[config.mk]
export PLATFORM = sky130hd
export DESIGN_NAME = staged_power_rail_sequencer
export DESIGN_NICKNAME = d
export VERILOG_FILES = /design/src/hw/rtl/sprs_pkg.sv /design/src/hw/rtl/sprs_csr.sv /design/src/hw/rtl/sprs_seq.sv /design/src/hw/rtl/staged_power_rail_sequencer.sv
export SDC_FILE = /design/constraint.sdc
export NUM_CORES = 1
export LEC_CHECK = 0
export BUFFER_PORTS_ARGS = -buffer_cell sky130_fd_sc_hd__buf_2
export CORE_MARGIN = 2
export CORE_UTILIZATION = 31
export DETAILED_ROUTE_END_ITERATION = 10
export GPL_ROUTABILITY_DRIVEN = 0
export MAX_ROUTING_LAYER = met4
export PLACE_DENSITY = 0.63
export SETUP_SLACK_MARGIN = 0.02
export SLEW_MARGIN = 10
export SYNTH_ARGS = -nofsm -noshare
export SYNTH_HDL_FRONTEND = slang
export SYNTH_SLANG_ARGS = --single-unit
[constraint.sdc]
create_clock -name clock -period 3.65 [get_ports clock]
set_input_delay 0.73 -clock clock [delete_from_list [all_inputs] [get_ports clock]]
set_output_delay 0.73 -clock clock [all_outputs]
set_load 0.01 [all_outputs]
[src/hw/rtl/sprs_pkg.sv]
package sprs_pkg;

   localparam int RailCount = 11;

   // Sequence stage codes
   localparam logic [3:0] STAGE_IDLE       = 4'd0;
   localparam logic [3:0] STAGE_ON_FIRST   = 4'd1;
   localparam logic [3:0] STAGE_ON_EARLY   = 4'd2;
   localparam logic [3:0] STAGE_ON_LAST    = 4'd5;
   localparam logic [3:0] STAGE_OFF_FIRST  = 4'd6;
   localparam logic [3:0] STAGE_RESET_HOLD = 4'd9;
   localparam logic [3:0] STAGE_OFF_LAST   = 4'd11;

   // Register indexes on the control port (selected by paddr[2])
   localparam logic REG_CHECK_DELAY = 1'b0;
   localparam logic REG_BOARD_ID    = 1'b1;

   localparam logic [15:0] CHECK_DELAY_RESET = 16'd100;
   localparam logic [7:0]  BOARD_ID_RESET    = 8'd0;

   typedef struct packed {
      logic [15:0] check_delay_ticks;
      logic [7:0]  board_identity;
   } cfg_type;

   typedef struct packed {
      logic                 host_power_enable;
      logic                 evaluate;
      logic [RailCount-1:0] power_good;
   } item_type;

   typedef struct packed {
      logic [RailCount-1:0] rail_enables;
      logic                 osc_enable;
      logic                 reset_hold;
      logic                 card_power_ok;
      logic                 busy_res;
      logic [3:0]           sequence_stage;
      logic                 fault_valid;
      logic                 fault_during_off;
      logic [3:0]           fault_rail;
      logic [7:0]           fault_board;
   } result_type;

   // Rails switched and checked by each stage.
   function automatic logic [RailCount-1:0] stage_rails(input logic [3:0] stage);
      logic [RailCount-1:0] rails;
      unique case (stage)
         4'd1, 4'd10: rails = 11'h007;
         4'd2, 4'd9:  rails = 11'h018;
         4'd3, 4'd8:  rails = 11'h060;
         4'd4, 4'd7:  rails = 11'h180;
         4'd5, 4'd6:  rails = 11'h600;
         default:     rails = '0;
      endcase
      return rails;
   endfunction

   // Number of the lowest set bit plus one, zero when none is set.
   function automatic logic [3:0] first_rail(input logic [RailCount-1:0] bad);
      logic [3:0] rail;
      rail = 4'd0;
      for (int i = RailCount - 1; i >= 0; i--) begin
         if (bad[i]) begin
            rail = 4'(i + 1);
         end
      end
      return rail;
   endfunction

endpackage

[src/hw/rtl/sprs_csr.sv]
module sprs_csr
   import sprs_pkg::*;
(
   input  logic        clock,
   input  logic        reset,
   input  logic        psel,
   input  logic        penable,
   input  logic        pwrite,
   input  logic [2:0]  paddr,
   input  logic [31:0] pwdata,
   output logic [31:0] prdata,
   output cfg_type     cfg
);

   logic [15:0] delay_ff;
   logic [7:0]  board_ff;
   logic        write_en;

   assign write_en = psel && penable && pwrite;

   always_ff @(posedge clock) begin
      if (reset) begin
         delay_ff <= CHECK_DELAY_RESET;
         board_ff <= BOARD_ID_RESET;
      end else if (write_en) begin
         unique case (paddr[2])
            REG_CHECK_DELAY: delay_ff <= pwdata[15:0];
            REG_BOARD_ID:    board_ff <= pwdata[7:0];
            default:         ;
         endcase
      end
   end

   always_comb begin
      unique case (paddr[2])
         REG_CHECK_DELAY: prdata = {16'd0, delay_ff};
         REG_BOARD_ID:    prdata = {24'd0, board_ff};
         default:         prdata = '0;
      endcase
   end

   assign cfg.check_delay_ticks = delay_ff;
   assign cfg.board_identity    = board_ff;

endmodule

[src/hw/rtl/sprs_seq.sv]
module sprs_seq
   import sprs_pkg::*;
#(
   parameter int DELAY_BITS = 16
) (
   input  logic       clock,
   input  logic       reset,
   input  logic       step,
   input  item_type   item,
   input  cfg_type    cfg,
   output result_type result
);

   localparam logic [32:0] DELAY_MAX = (33'(1) << DELAY_BITS) - 33'(1);

   logic [RailCount-1:0]  rails_ff, rails_in;
   logic                  osc_ff, osc_in;
   logic                  hold_ff, hold_in;
   logic                  ok_ff, ok_in;
   logic [3:0]            stage_ff, stage_in;
   logic                  rollback_ff, rollback_in;
   logic [DELAY_BITS-1:0] delay_ff, delay_in;

   logic [DELAY_BITS-1:0] delay_load;
   logic [3:0]            stage_now;
   logic                  enter;
   logic [3:0]            target;
   logic [RailCount-1:0]  want, bad;
   logic [3:0]            bad_rail;
   logic                  fault;

   // Saturate the programmed delay to the counter width.
   assign delay_load = (33'(cfg.check_delay_ticks) > DELAY_MAX) ? '1
                       : DELAY_BITS'(cfg.check_delay_ticks);

   // Codes above the last stage are treated as idle.
   assign stage_now = (stage_ff > STAGE_OFF_LAST) ? STAGE_IDLE : stage_ff;

   assign want     = (stage_now <= STAGE_ON_LAST) ? '1 : '0;
   assign bad      = (item.power_good ^ want) & stage_rails(stage_now);
   assign bad_rail = first_rail(bad);

   always_comb begin
      rails_in    = rails_ff;
      osc_in      = osc_ff;
      hold_in     = hold_ff;
      ok_in       = ok_ff;
      stage_in    = stage_now;
      rollback_in = (stage_ff > STAGE_OFF_LAST) ? 1'b0 : rollback_ff;
      delay_in    = delay_ff;
      enter       = 1'b0;
      target      = STAGE_IDLE;
      fault       = 1'b0;

      priority if (item.evaluate && item.host_power_enable && !ok_ff) begin
         rollback_in = 1'b0;
         enter       = 1'b1;
         target      = STAGE_ON_FIRST;
      end else if (item.evaluate && !item.host_power_enable && ok_ff) begin
         rollback_in = 1'b0;
         enter       = 1'b1;
         target      = STAGE_OFF_FIRST;
      end else if (stage_now != STAGE_IDLE) begin
         if (delay_ff != '0) begin
            delay_in = delay_ff - DELAY_BITS'(1);
         end else if (bad_rail != 4'd0) begin
            fault = 1'b1;
            if (stage_now <= STAGE_ON_LAST) begin
               rollback_in = 1'b1;
               enter       = 1'b1;
               target      = (stage_now <= STAGE_ON_EARLY) ? STAGE_RESET_HOLD
                             : STAGE_OFF_FIRST;
            end else begin
               stage_in    = STAGE_IDLE;
               rollback_in = 1'b0;
            end
         end else if (stage_now == STAGE_ON_LAST) begin
            ok_in    = 1'b1;
            stage_in = STAGE_IDLE;
         end else if (stage_now == STAGE_OFF_LAST) begin
            if (!rollback_in) begin
               ok_in = 1'b0;
            end
            rollback_in = 1'b0;
            stage_in    = STAGE_IDLE;
         end else begin
            enter  = 1'b1;
            target = stage_now + 4'd1;
         end
      end

      if (enter) begin
         stage_in = target;
         delay_in = delay_load;
         if (target <= STAGE_ON_LAST) begin
            rails_in = rails_ff | stage_rails(target);
            if (target == STAGE_ON_FIRST) begin
               osc_in = 1'b1;
            end
         end else begin
            rails_in = rails_ff & ~stage_rails(target);
            if (target == STAGE_RESET_HOLD) begin
               hold_in = 1'b1;
            end
            if (target == STAGE_OFF_LAST) begin
               osc_in = 1'b0;
            end
         end
      end
   end

   always_ff @(posedge clock) begin
      if (reset) begin
         rails_ff    <= '0;
         osc_ff      <= 1'b0;
         hold_ff     <= 1'b0;
         ok_ff       <= 1'b0;
         stage_ff    <= STAGE_IDLE;
         rollback_ff <= 1'b0;
         delay_ff    <= '0;
      end else if (step) begin
         rails_ff    <= rails_in;
         osc_ff      <= osc_in;
         hold_ff     <= hold_in;
         ok_ff       <= ok_in;
         stage_ff    <= stage_in;
         rollback_ff <= rollback_in;
         delay_ff    <= delay_in;
      end
   end

   assign result.rail_enables     = rails_in;
   assign result.osc_enable       = osc_in;
   assign result.reset_hold       = hold_in;
   assign result.card_power_ok    = ok_in;
   assign result.busy_res         = (stage_in != STAGE_IDLE);
   assign result.sequence_stage   = stage_in;
   assign result.fault_valid      = fault;
   assign result.fault_during_off = fault && (stage_now >= STAGE_OFF_FIRST);
   assign result.fault_rail       = fault ? bad_rail : 4'd0;
   assign result.fault_board      = fault ? cfg.board_identity : 8'd0;

   // Reset hold is released only by reset.
   a_hold_sticky: assert property (@(posedge clock) disable iff (reset)
      hold_ff |=> hold_ff) else $error("reset hold released");

   // The stage register never leaves the defined range.
   a_stage_range: assert property (@(posedge clock) disable iff (reset)
      stage_ff <= STAGE_OFF_LAST) else $error("stage code out of range");

   // A rollback only runs through the off stages.
   a_rollback_off: assert property (@(posedge clock) disable iff (reset)
      rollback_ff |-> stage_ff >= STAGE_OFF_FIRST) else $error("rollback outside off stages");

endmodule

[src/hw/rtl/staged_power_rail_sequencer.sv]
// Staged power rail sequencer.
// Each transfer on the req_ channel is one time tick: the host power request level, an
// evaluate strobe and the eleven power-good pin levels. For every request transfer the
// block returns exactly one transfer on the rsp_ channel carrying the rail enables,
// oscillator enable, reset hold, card power-ok flag, current stage and any fault event
// raised by this tick's power-good check.
// The check delay and board identity are written through the APB-style control port
// (register 0 at address 0, register 1 at address 4); write them only while no tick
// is outstanding.
// A tick is taken into the input register, evaluated from there, and its response is
// registered in the output register. One tick per cycle is sustained while the receiver
// does not stall; the rate rests on the combinational next-state logic of the sequencer.
// When the receiver stalls, the response waits in the output register, one further
// tick waits in the input register, and req_ready then drops until the output drains.
// Synchronous reset empties both registers, returns all rails, the oscillator and the
// reset hold to off, clears the card power-ok flag and restores the register defaults
// (check delay 100 ticks, board identity 0).
module staged_power_rail_sequencer
   import sprs_pkg::*;
#(
   parameter int DELAY_BITS = 16
) (
   input  logic        clock,
   input  logic        reset,
   input  logic        req_valid,
   output logic        req_ready,
   input  logic        req_host_power_enable,
   input  logic        req_evaluate,
   input  logic [10:0] req_power_good,
   output logic        rsp_valid,
   input  logic        rsp_ready,
   output logic [10:0] rsp_rail_enables,
   output logic        rsp_osc_enable,
   output logic        rsp_reset_hold,
   output logic        rsp_card_power_ok,
   output logic        rsp_busy_res,
   output logic [3:0]  rsp_sequence_stage,
   output logic        rsp_fault_valid,
   output logic        rsp_fault_during_off,
   output logic [3:0]  rsp_fault_rail,
   output logic [7:0]  rsp_fault_board,
   input  logic        psel,
   input  logic        penable,
   input  logic        pwrite,
   input  logic [2:0]  paddr,
   input  logic [31:0] pwdata,
   output logic [31:0] prdata,
   output logic        pready
);

   cfg_type    cfg;
   item_type   item_ff, item_in;
   logic       in_valid_ff, in_valid_in;
   result_type result_ff, result_in;
   logic       out_valid_ff, out_valid_in;
   logic       advance;
   logic       req_take;

   // The control port never waits.
   assign pready = 1'b1;

   sprs_csr u_csr (
      .clock   (clock),
      .reset   (reset),
      .psel    (psel),
      .penable (penable),
      .pwrite  (pwrite),
      .paddr   (paddr),
      .pwdata  (pwdata),
      .prdata  (prdata),
      .cfg     (cfg)
   );

   // The held tick is evaluated whenever the output register is free or is being
   // emptied in this cycle; the sequencer state moves on only then.
   assign advance   = in_valid_ff && (!out_valid_ff || rsp_ready);
   assign req_ready = !in_valid_ff || advance;
   assign req_take  = req_valid && req_ready;

   assign item_in.host_power_enable = req_host_power_enable;
   assign item_in.evaluate          = req_evaluate;
   assign item_in.power_good        = req_power_good;

   sprs_seq #(
      .DELAY_BITS (DELAY_BITS)
   ) u_seq (
      .clock  (clock),
      .reset  (reset),
      .step   (advance),
      .item   (item_ff),
      .cfg    (cfg),
      .result (result_in)
   );

   always_comb begin
      in_valid_in  = req_take ? 1'b1 : (advance ? 1'b0 : in_valid_ff);
      out_valid_in = advance ? 1'b1 : (rsp_ready ? 1'b0 : out_valid_ff);
   end

   always_ff @(posedge clock) begin
      if (reset) begin
         in_valid_ff  <= 1'b0;
         out_valid_ff <= 1'b0;
      end else begin
         in_valid_ff  <= in_valid_in;
         out_valid_ff <= out_valid_in;
      end
   end

   // Payload registers carry no reset; their valid flags guard them.
   always_ff @(posedge clock) begin
      if (req_take) begin
         item_ff <= item_in;
      end
      if (advance) begin
         result_ff <= result_in;
      end
   end

   assign rsp_valid            = out_valid_ff;
   assign rsp_rail_enables     = result_ff.rail_enables;
   assign rsp_osc_enable       = result_ff.osc_enable;
   assign rsp_reset_hold       = result_ff.reset_hold;
   assign rsp_card_power_ok    = result_ff.card_power_ok;
   assign rsp_busy_res         = result_ff.busy_res;
   assign rsp_sequence_stage   = result_ff.sequence_stage;
   assign rsp_fault_valid      = result_ff.fault_valid;
   assign rsp_fault_during_off = result_ff.fault_during_off;
   assign rsp_fault_rail       = result_ff.fault_rail;
   assign rsp_fault_board      = result_ff.fault_board;

   // The busy flag agrees with the reported stage.
   a_busy_stage: assert property (@(posedge clock) disable iff (reset)
      rsp_valid |-> (rsp_busy_res == (rsp_sequence_stage != STAGE_IDLE)))
      else $error("busy flag disagrees with stage");

   // A fault names a real rail; without a fault the event fields are clear.
   a_fault_rail: assert property (@(posedge clock) disable iff (reset)
      rsp_valid && rsp_fault_valid |-> (rsp_fault_rail != 4'd0) && (rsp_fault_rail <= 4'd11))
      else $error("fault rail out of range");

   a_fault_clear: assert property (@(posedge clock) disable iff (reset)
      rsp_valid && !rsp_fault_valid |->
         !rsp_fault_during_off && (rsp_fault_rail == 4'd0) && (rsp_fault_board == 8'd0))
      else $error("fault fields set without a fault");

   // A stalled response and a held tick together block new requests.
   a_full_blocks: assert property (@(posedge clock) disable iff (reset)
      in_valid_ff && out_valid_ff && !rsp_ready |-> !req_ready)
      else $error("request taken while both registers are full");

endmodule

==> summary.md <==
| Metric | Value |
|---|---|
| Post-DP HPWL | 10400 µm |
| Largest net degree at the start of global routing | 43 |
| Worst-path maximum fanout | 4 |
| Clock Latency Late Sink | 0.37 ns |
| Detailed-route wire length | 14500 µm |
| Share of layout cells above drive strength 1 | 31.0% |
| Routed wire per std cell | 14.5 µm |
| # setup viols final | 0 |
| Util after Layout | 39.5% |
| WS Path Type | reg -> reg |
| Most common cell on crit path | ha_4 |
| Vias per inst | 4.91 |
| IO Port Bufs | 87 |
| Max Root-Sink Buffers | 2 |
| Die Height | 141 µm |
| Layout Nets | 828 |
| Slew Viols, Final | 0 |
| CTS Sinks | 107 |
| H-tree depth | 3 |
| Synth warn | 0 |
| Initial antenna violation count | 0 |
| Final Cycle Share | 99.1% |
| Overall Global Routing Usage | 15.5% |
| I/O pin cnt | 123 |
| Pwr Density | 744 mW/mm² |
| Worst Hold Class | reg -> reg |
| DRC | 0 |
| Initial drt markers | 260 |
| Most frequent cells in the layout | 87 x buf_2, 85 x nand2_1, 59 x dfxtp_1 |
| Fillers | 1877 |
| Root Buffer Master | clkbuf_16 |
| TritonCTS clock tree | built |
| Setup TNS Final | 0 ns |
| Seq/Total Area, Yosys | 44.5% |
| CP startpoint kind | register |
| RSZ-0062 raised after global routing | true |
| Ant. Diodes | 0 |
| Syn Area/Cell | 9.16 µm² |
| Placed cells | 978 |
| IR drop worst, VDD | 0.000428 V |
| Crit path time final | 3.62 ns |
| Max transition margin | 42.9% |
| Total power | 5.47 mW |
| DRT antenna net count | 0 |
| Vias | 4913 |
| CTS buffer count | 9 |
| Die area | 0.0200 mm² |
| Status | finished clean |
| Commonest non-fill, non-tap cell in the layout | buf_2 |
| Netlist Area Pre-Place | 0.00585 mm² |
| Pleak | 2.95 nW |
| Die Wd | 141 µm |
| CP cell instances | ha_4 > and3b_2 > ha_4 > nor2b_4 > a31oi_4 > buf_6 > a21o_1 > o311a_4 > and3_4 > o221a_4 > a2111oi_4 > inv_2 > ha_4 > nor3b_4 > mux2_4 |
| Mapped Cells | 639 |
| Global-route wire length before repair | 24000 µm |
| Slowest cell delay on critical path | 0.37 ns |
| CP Data Arrival Time | 3.73 ns |
| Fraction of registers with async set/reset | 0% |
| Site row count | 50 |
| Clk_skew | 0.0125 ns |
| Area growth, synth to finish | 25.8% |
| Final Hold Viols | 0 |
| Synthesized flop and latch total | 107 |
| Initial DRT Pass Iterations | 4 |
| Clock transition at path regs | 0.08 ns |
| MaxCap Viol Count | 0 |
| Actual slew at the worst max-slew pin | 0.857 ns |
| Synth Flop Type | dfxtp_1 |
| Fin cells | 1001 |
| Slowest cell on crit path | dfxtp_4 |
| Critical Path End Type | register |
| Post-synth EDFFs | 46 |
| Core Footprint | 0.0186 mm² |
| Synth unique cells | 71 |
| Vias in the first global route | 4651 |
| Hold slack final | 0.459 ns |
| Fmax | 276 MHz |
| CTS Hold Buffers Added | 0 |
| Grt ovf | 0 |
| Starting Density | 31.4% |
| Worst endpoint required time | 3.76 ns |
## routing by layer
| metal | wire length, µm | vias to the layer above | global-route usage (%) |
|---|---|---|---|
| met5 | 0 | - | - |
| met4 | 256 | 0 | 6.05 |
| met3 | 654 | 15 | 2.77 |
| met2 | 6660 | 121 | 23.6 |
| met1 | 6970 | 2275 | 20.5 |
| li1 | - | 2502 | - |
## worst max-delay path: cells and delay by family (launching register included)
kind                       cells  cell delay (ns)
AOI/OAI and AO/OA              5             1.02
and+or+nand+nor                4             0.82
adders and majority gates      3             0.60
DFF                            1             0.37
muxes                          1             0.32
buffers and inverters          2             0.25
## synth_stat cells (all sizes together) (5+ instances only)
cell,count,share of area (%)
nand2b,16,1.7
a211oi,8,1.1
nand3,22,2.0
nor2b,15,1.6
or3,5,0.53
a2111oi,7,1.6
nor2,48,3.1
o21ai,18,1.5
o32ai,5,0.75
mux2,19,3.7
dfxtp,61,21
edfxtp,46,24
a221oi,5,0.75
ha,11,2.4
and3,17,1.8
inv,30,1.9
nor3,23,2.1
nand4,10,1.1
mux2i,9,1.5
buf,31,4.0
a22oi,5,0.64
a31oi,5,0.53
and2,5,0.53
clkbuf,20,1.3
nand2,85,5.5
a21oi,48,4.4
o22ai,5,0.53
nand3b,5,0.64
## path summary, 6_finish.rpt
check / start / to / slack [ns] / depth (start not counted)
max: u_seq.stage_ff[3] / rsp_rail_enables[9] / 0.03 / 15
min: u_seq.delay_ff[1] / u_seq.delay_ff[1] / 0.46 / 2
max reg2reg: u_seq.stage_ff[3] / rsp_rail_enables[9] / 0.03 / 15
min reg2reg: u_seq.delay_ff[1] / u_seq.delay_ff[1] / 0.46 / 2
## through the flow
step	instance area, µm²	setup WS, ns
finish	7360	0.0325
CTS	7190	-0.0514
detailed placement	6780	-0.0523
global route	7360	-0.0736
floorplan	5940	0.0202
global placement	6780	-0.0476
## report_power, final
part           switching (mW)  total [mW]  internal, mW
registers               0.104        1.53          1.42
clock network           0.468        1.03         0.559
logic                    1.68        2.92          1.24
## kinds of logic after synthesis
group / synth area share [%]
compound gates: 16.2
xor+xnor: 0.599
fa+ha+maj: 2.35
buf+inv: 7.25
flops: 44.5
mux: 5.20
other cells: 0.128
simple gates: 23.8
## cell type report
| cell class | instances | area, µm² | share of cell area [%] |
|---|---|---|---|
| Sequential cell | 107 | 2610 | 35.5 |
| Inverter | 31 | 116 | 1.58 |
| Clock buffer | 10 | 239 | 3.25 |
| Timing Repair Buffer | 148 | 921 | 12.5 |
| Clock inverter | 6 | 70.1 | 0.952 |
| Multi-Input combinational cell | 465 | 3110 | 42.3 |
| Tap cell | 234 | 293 | 3.98 |
## what timing repair did
| action | in CTS | in global routing |
|---|---|---|
| endpoints found under the setup margin | 6 | 25 |
| buffers inserted | 4 | 3 |
| endpoints found under the hold margin | 0 | 0 |
| pin swaps | 4 | 7 |
| gates resized for setup | 18 | 28 |
## registers in the layout, indices dropped and copies added (netlist names), 4 cells and up
signal and count:
rsp_sequence_stage 4, u_seq.stage_ff 4, u_seq.delay_ff 16, rsp_fault_board 8, u_seq.rails_ff 11, rsp_rail_enables 11, item_ff 13, u_csr.board_ff 8
u_csr.delay_ff 16, rsp_fault_rail 4
Power figures use the tool's default switching activity.
